$ cat config.mk
export PLATFORM = sky130hd
export DESIGN_NAME = tcs_mul
export DESIGN_NICKNAME = d
export VERILOG_FILES = /design/src/rtl/tcs_pkg.sv /design/src/rtl/tcs_mul.sv
export SDC_FILE = /design/constraint.sdc
export NUM_CORES = 2
export LEC_CHECK = 0
export BUFFER_PORTS_ARGS = -buffer_cell sky130_fd_sc_hd__buf_2
export CELL_PAD_IN_SITES_DETAIL_PLACEMENT = 2
export CELL_PAD_IN_SITES_GLOBAL_PLACEMENT = 2
export CORE_UTILIZATION = 42
export DETAILED_ROUTE_END_ITERATION = 7
export HOLD_SLACK_MARGIN = 0.1
export PLACE_DENSITY_LB_ADDON = 0.1
export REMOVE_ABC_BUFFERS = 1
export SYNTH_ARGS = -nofsm -noshare
export SYNTH_HDL_FRONTEND = slang
export SYNTH_SLANG_ARGS = --single-unit
$ cat constraint.sdc
create_clock -name clk -period 10.1 [get_ports clk]
set_input_delay 2.02 -clock clk [delete_from_list [all_inputs] [get_ports clk]]
set_output_delay 2.02 -clock clk [all_outputs]
set_load 0.02 [all_outputs]
$ cat src/rtl/tcs_pkg.sv
package tcs_pkg;

	// Counter width default for phase and run tick counts
	localparam int COUNT_WIDTH_DEF = 32;

	// Shared multiplier operand width; product is twice this
	localparam int MUL_W  = 27;
	localparam int PROD_W = 2 * MUL_W;

	// floor(x / 5) = (x * DIV5_MUL) >> DIV5_SHIFT, exact for x < 2^27
	localparam int                 DIV5_SHIFT = 29;
	localparam logic [MUL_W-1:0]   DIV5_MUL   = 27'd107374183;

	// Configuration register indexes
	localparam logic [2:0] REG_RUN_SECONDS    = 3'd0;
	localparam logic [2:0] REG_CYCLE_COUNT    = 3'd1;
	localparam logic [2:0] REG_MAX_TEMP       = 3'd2;
	localparam logic [2:0] REG_LIGHT_GAIN     = 3'd3;
	localparam logic [2:0] REG_TARGET_LUX     = 3'd4;
	localparam logic [2:0] REG_START_LAMP_PWM = 3'd5;

	// Temperature thresholds, tenths of a degree C
	localparam logic signed [11:0] TEMP_HARD_LIMIT = 12'sd1500;
	localparam logic signed [11:0] TEMP_HEAT_READY = 12'sd300;
	localparam logic signed [11:0] TEMP_COOL_DONE  = 12'sd290;
	localparam logic signed [11:0] TEMP_STAB_TRIP  = 12'sd305;

	// Lux tracking dead band (50 lux in Q.8)
	localparam logic signed [25:0] LUX_DEADBAND = 26'sd12800;

	localparam logic [7:0] PWM_FULL    = 8'd255;
	localparam logic [7:0] PWM_FAN_LOW = 8'd150;
	localparam logic [2:0] SETTLE_MAX  = 3'd7;
	localparam logic [2:0] SETTLE_TICKS = 3'd5;

	typedef enum logic [1:0] {
		CMD_TICK       = 2'd0,
		CMD_START_LUX  = 2'd1,
		CMD_START_FULL = 2'd2,
		CMD_STOP       = 2'd3
	} cmd_t;

	typedef enum logic [2:0] {
		PH_IDLE    = 3'd0,
		PH_PREHEAT = 3'd1,
		PH_HEAT    = 3'd2,
		PH_COOL    = 3'd3,
		PH_STAB    = 3'd4,
		PH_DONE    = 3'd5
	} phase_t;

	typedef enum logic [1:0] {
		SEQ_IDLE   = 2'd0,
		SEQ_EMA    = 2'd1,
		SEQ_TRACK  = 2'd2,
		SEQ_UPDATE = 2'd3
	} seq_t;

endpackage

$ cat src/rtl/tcs_mul.sv
module tcs_mul
	import tcs_pkg::*;
(
	input  logic              clk,
	input  logic              en,
	input  logic [MUL_W-1:0]  a,
	input  logic [MUL_W-1:0]  b,
	output logic [PROD_W-1:0] prod
);

	logic [PROD_W-1:0] prod_q;

	// Register the product of the selected operands
	always_ff @(posedge clk) begin
		if (en) begin
			prod_q <= a * b;
		end
	end

	assign prod = prod_q;

endmodule

==> results <==
- The run finished with clean final reports.
- Counting flops with an async set or reset pin after synthesis yields a share of 0%.
- The cell at the root of the clock tree is sky130_fd_sc_hd__clkbuf_16.
- The sum of overflow across all layers after global routing is 0.
- The signal on the critical path passes through buf_2 -> nand2_1 -> fa_1 -> inv_1 -> fa_1 -> inv_1 -> fa_1 -> inv_1 -> fa_1 -> fa_1 -> fa_1 -> inv_1 -> fa_1 -> inv_1 -> ha_1 -> nand4_1 -> nor2_1 -> nand2_1 -> o211ai_1 -> nand2_1 -> a211oi_1 -> nor2_1 -> o21ai_0 -> xor2_1.
- Measured on the finished design, the core utilization comes to 44.4%.
- For this run, design rule violations remaining after detail routing come to 0.
- The area growth from synthesis to layout is 4.89%.
- In the global route stage, overall resource usage came out at 28.7%.
- The violation count after the first detailed-route iteration is 628.
- The first global-routing pass estimated 136 mm of wire.
- The cell count after synthesis is 2864.
- After synthesis the cells add up to 25500 um2.
- The count of instances resized after the clock tree is built is 0.
- The antenna violation net count after detailed routing is 0.
- Sequential cells were found to cover 6.35% of the synthesized design area.
- The synthesized flop and latch total is 54.
- The largest fanout on the critical path is 27.
- The number of clock buffers added by TritonCTS is 5.
- The final clock period utilization by the worst path is 91.0%.
- The worst path meets setup with 0.907 ns of slack.
- Wires add up to 84.8 mm.
- Yosys attributes the largest share of cell area to sky130_fd_sc_hd__fa_1, sky130_fd_sc_hd__inv_1, sky130_fd_sc_hd__ha_1.
- After clock tree synthesis, the clock-pin slew on the worst setup and hold paths is 0.09 ns.
- The net count of the finished layout is 3711.
- The number of rows in the core area is 90.
- The count of input and output buffers is 109.
- At the end of routability-driven placement, the weighted congestion stood at 0.871.
- The startpoint identified for the worst hold timing path is en.
- The transition at the pin with the smallest max-transition slack is 0.881 ns.
- On the worst path, the slowest cell contributes a delay of 0.60 ns.
- The worst path in the final design needs a cycle of 9.19 ns, including I/O delays and setup.
- For this design, the slowest cell found on the critical path is sky130_fd_sc_hd__buf_2.
- The starting utilization of the core area is 42.4%.
- The worst slew margin relative to its limit is 40.6%.
- The required time of the critical path is 10.16 ns.
- In this run the count of I/O pins placed on the die edge is 110.
- Detailed routing inserted a total of 18807 vias.
- The number of antenna violations at the first check in global routing is 2.
- The number of distinct library cells after synthesis is 47.
- Setup violations remaining at the end of the flow were counted as 0.
- Dividing the detail-routed wire length by the instance count gives 23.4 um.
- The H-tree was split into 2 levels.
- For this design, the CTS-stage hold fixing added 0 buffers.
- The core box area is 60200 um2.
- The share of layout cells above drive strength 1 is 5.21%.
- Timing analysis after detailed placement gives a worst setup slack of 0.591 ns.
- The final cell count without fillers is 3622.
- The die outline height is 249 um.
- Yosys mapped a number of flops with a built-in enable equal to 54.
- Entering global routing, the biggest net connects 55 pins.
- The primary flip-flop cell chosen by synthesis mapping is sky130_fd_sc_hd__edfxtp_1.
- Clock tree synthesis found a total of 54 sinks.
- The detail-routed via count per cell is 5.19.
- The peak clock frequency supported by timing is 109 MHz.
- The number of failing hold endpoints at the final stage is 0.
- The layout has 6663 filler cells.
- The die is 249 um wide.
- The number of buffers and inverters on the critical path is 6.
- TritonCTS built the clock tree.
- The total count of max-transition violations in the final report was 0.
- The top cell type by area accounts for 48.9% of the synthesized area.
- The worst setup path startpoint is a[14].
- The number of global-route vias before repair is 23937.
- Counting stages on the worst path, the most repeated cell is sky130_fd_sc_hd__fa_1.
- On the critical path the largest part of the delay comes from adder cells.
- The worst setup path is captured at a flop.
- The max capacitance violation total is 0.
- Including well taps, the total number of placed cells is 3613.
- The total negative slack for setup checks is 0 ns.
- Summed over all nets, the half-perimeter wirelength after detailed placement is 71.2 mm.
- Setup repair after global routing left no endpoint under its margin.
- Buffers added to address setup during post-CTS repair amount to 0.
- After synthesis, the mean cell area works out to 8.91 um2.
- The iteration count of the initial detailed-routing pass is 4.
- The tightest min-delay check is of the in -> reg type.
- Yosys printed 0 warnings.
- The maximum root-to-sink buffer count is 2.
- The post-synthesis cell type with the largest combined area is sky130_fd_sc_hd__fa_1.
- The worst setup path is launched from an input pin.
- The category of the critical setup timing path is in -> reg.
- The die covers 61800 um2.
- The data arrival time of the worst path is 9.25 ns.
- The register with the most flip-flops in the layout has 54 of them.
synth_stat cells (25+ instances only):
master / count
sky130_fd_sc_hd__clkbuf_1: 157
sky130_fd_sc_hd__and2_1: 273
sky130_fd_sc_hd__ha_1: 193
sky130_fd_sc_hd__xnor2_1: 31
sky130_fd_sc_hd__o21ai_0: 25
sky130_fd_sc_hd__edfxtp_1: 54
sky130_fd_sc_hd__a21o_1: 37
sky130_fd_sc_hd__inv_1: 742
sky130_fd_sc_hd__fa_1: 624
sky130_fd_sc_hd__nand2_1: 506
sky130_fd_sc_hd__nor2_1: 28
sky130_fd_sc_hd__a21oi_1: 63
final cells by class:
| type | instances | area (um2) | area share, % |
|---|---|---|---|
| tap | 782 | 978 | 3.65 |
| clock buffer | 5 | 125 | 0.467 |
| clock inverter | 3 | 47.5 | 0.178 |
| multi-input combinational | 1901 | 20500 | 76.5 |
| timing repair buffer | 134 | 733 | 2.74 |
| inverter | 742 | 2790 | 10.4 |
| antenna | 1 | 2.50 | 0.00935 |
| sequential | 54 | 1620 | 6.06 |
path summary, 6_finish.rpt:
check | endpoint | depth (start not counted) | slack (ns)
min | prod[38] | 2 | 2.41
max | prod[42] | 24 | 0.91
cell families (layout without fill, tap and decap cells):
family / Yosys count / in the layout / share of synthesized area (%)
DFF: 54 / 54 / 6.35
buffers and inverters: 909 / 884 / 13.4
and+or+nand+nor: 861 / 861 / 15.8
other: 0 / 1 / 0
xor gates and xnor gates: 50 / 50 / 1.72
AOI/OAI and AO/OA: 173 / 173 / 4.31
adders and majority gates: 817 / 817 / 58.4
routing by layer:
metal | vias to the layer above | GRT usage (%) | part of all wire (%) | routed length, um
met5 | - | 0 | 0 | 0
met3 | 125 | 1.48 | 1.5 | 1290
met1 | 10224 | 32.7 | 39 | 32800
met4 | 0 | 8.55 | 3.2 | 2710
met2 | 275 | 57.0 | 57 | 48000
li1 | 8183 | - | - | -
metrics by stage:
| step | cell area, um2 | hold WS, ns |
|---|---|---|
| floorplan | 24900 | 2.13 |
| global placement | 26600 | 2.46 |
| detailed placement | 26600 | 2.47 |
| CTS | 26800 | 2.42 |
| global route | 26800 | 2.43 |
| finish | 26800 | 2.41 |
cells in the final DEF, fill, tap and decap left out, drive strengths merged, types with 6 or more instances in the layout:
| cell type | instances |
|---|---|
| inv | 743 |
| nand4 | 18 |
| xnor2 | 31 |
| a21o | 37 |
| buf | 134 |
| xor2 | 19 |
| and2 | 273 |
| a21oi | 63 |
| nor3 | 6 |
| a31oi | 7 |
| o21bai | 16 |
| nand2 | 506 |
| nand3 | 12 |
| fa | 624 |
| o21ai | 26 |
| nor2 | 28 |
| ha | 193 |
| edfxtp | 54 |
Power is not shown: default switching activity piles up to over one toggle a cycle in this logic, so the estimate is an artifact.
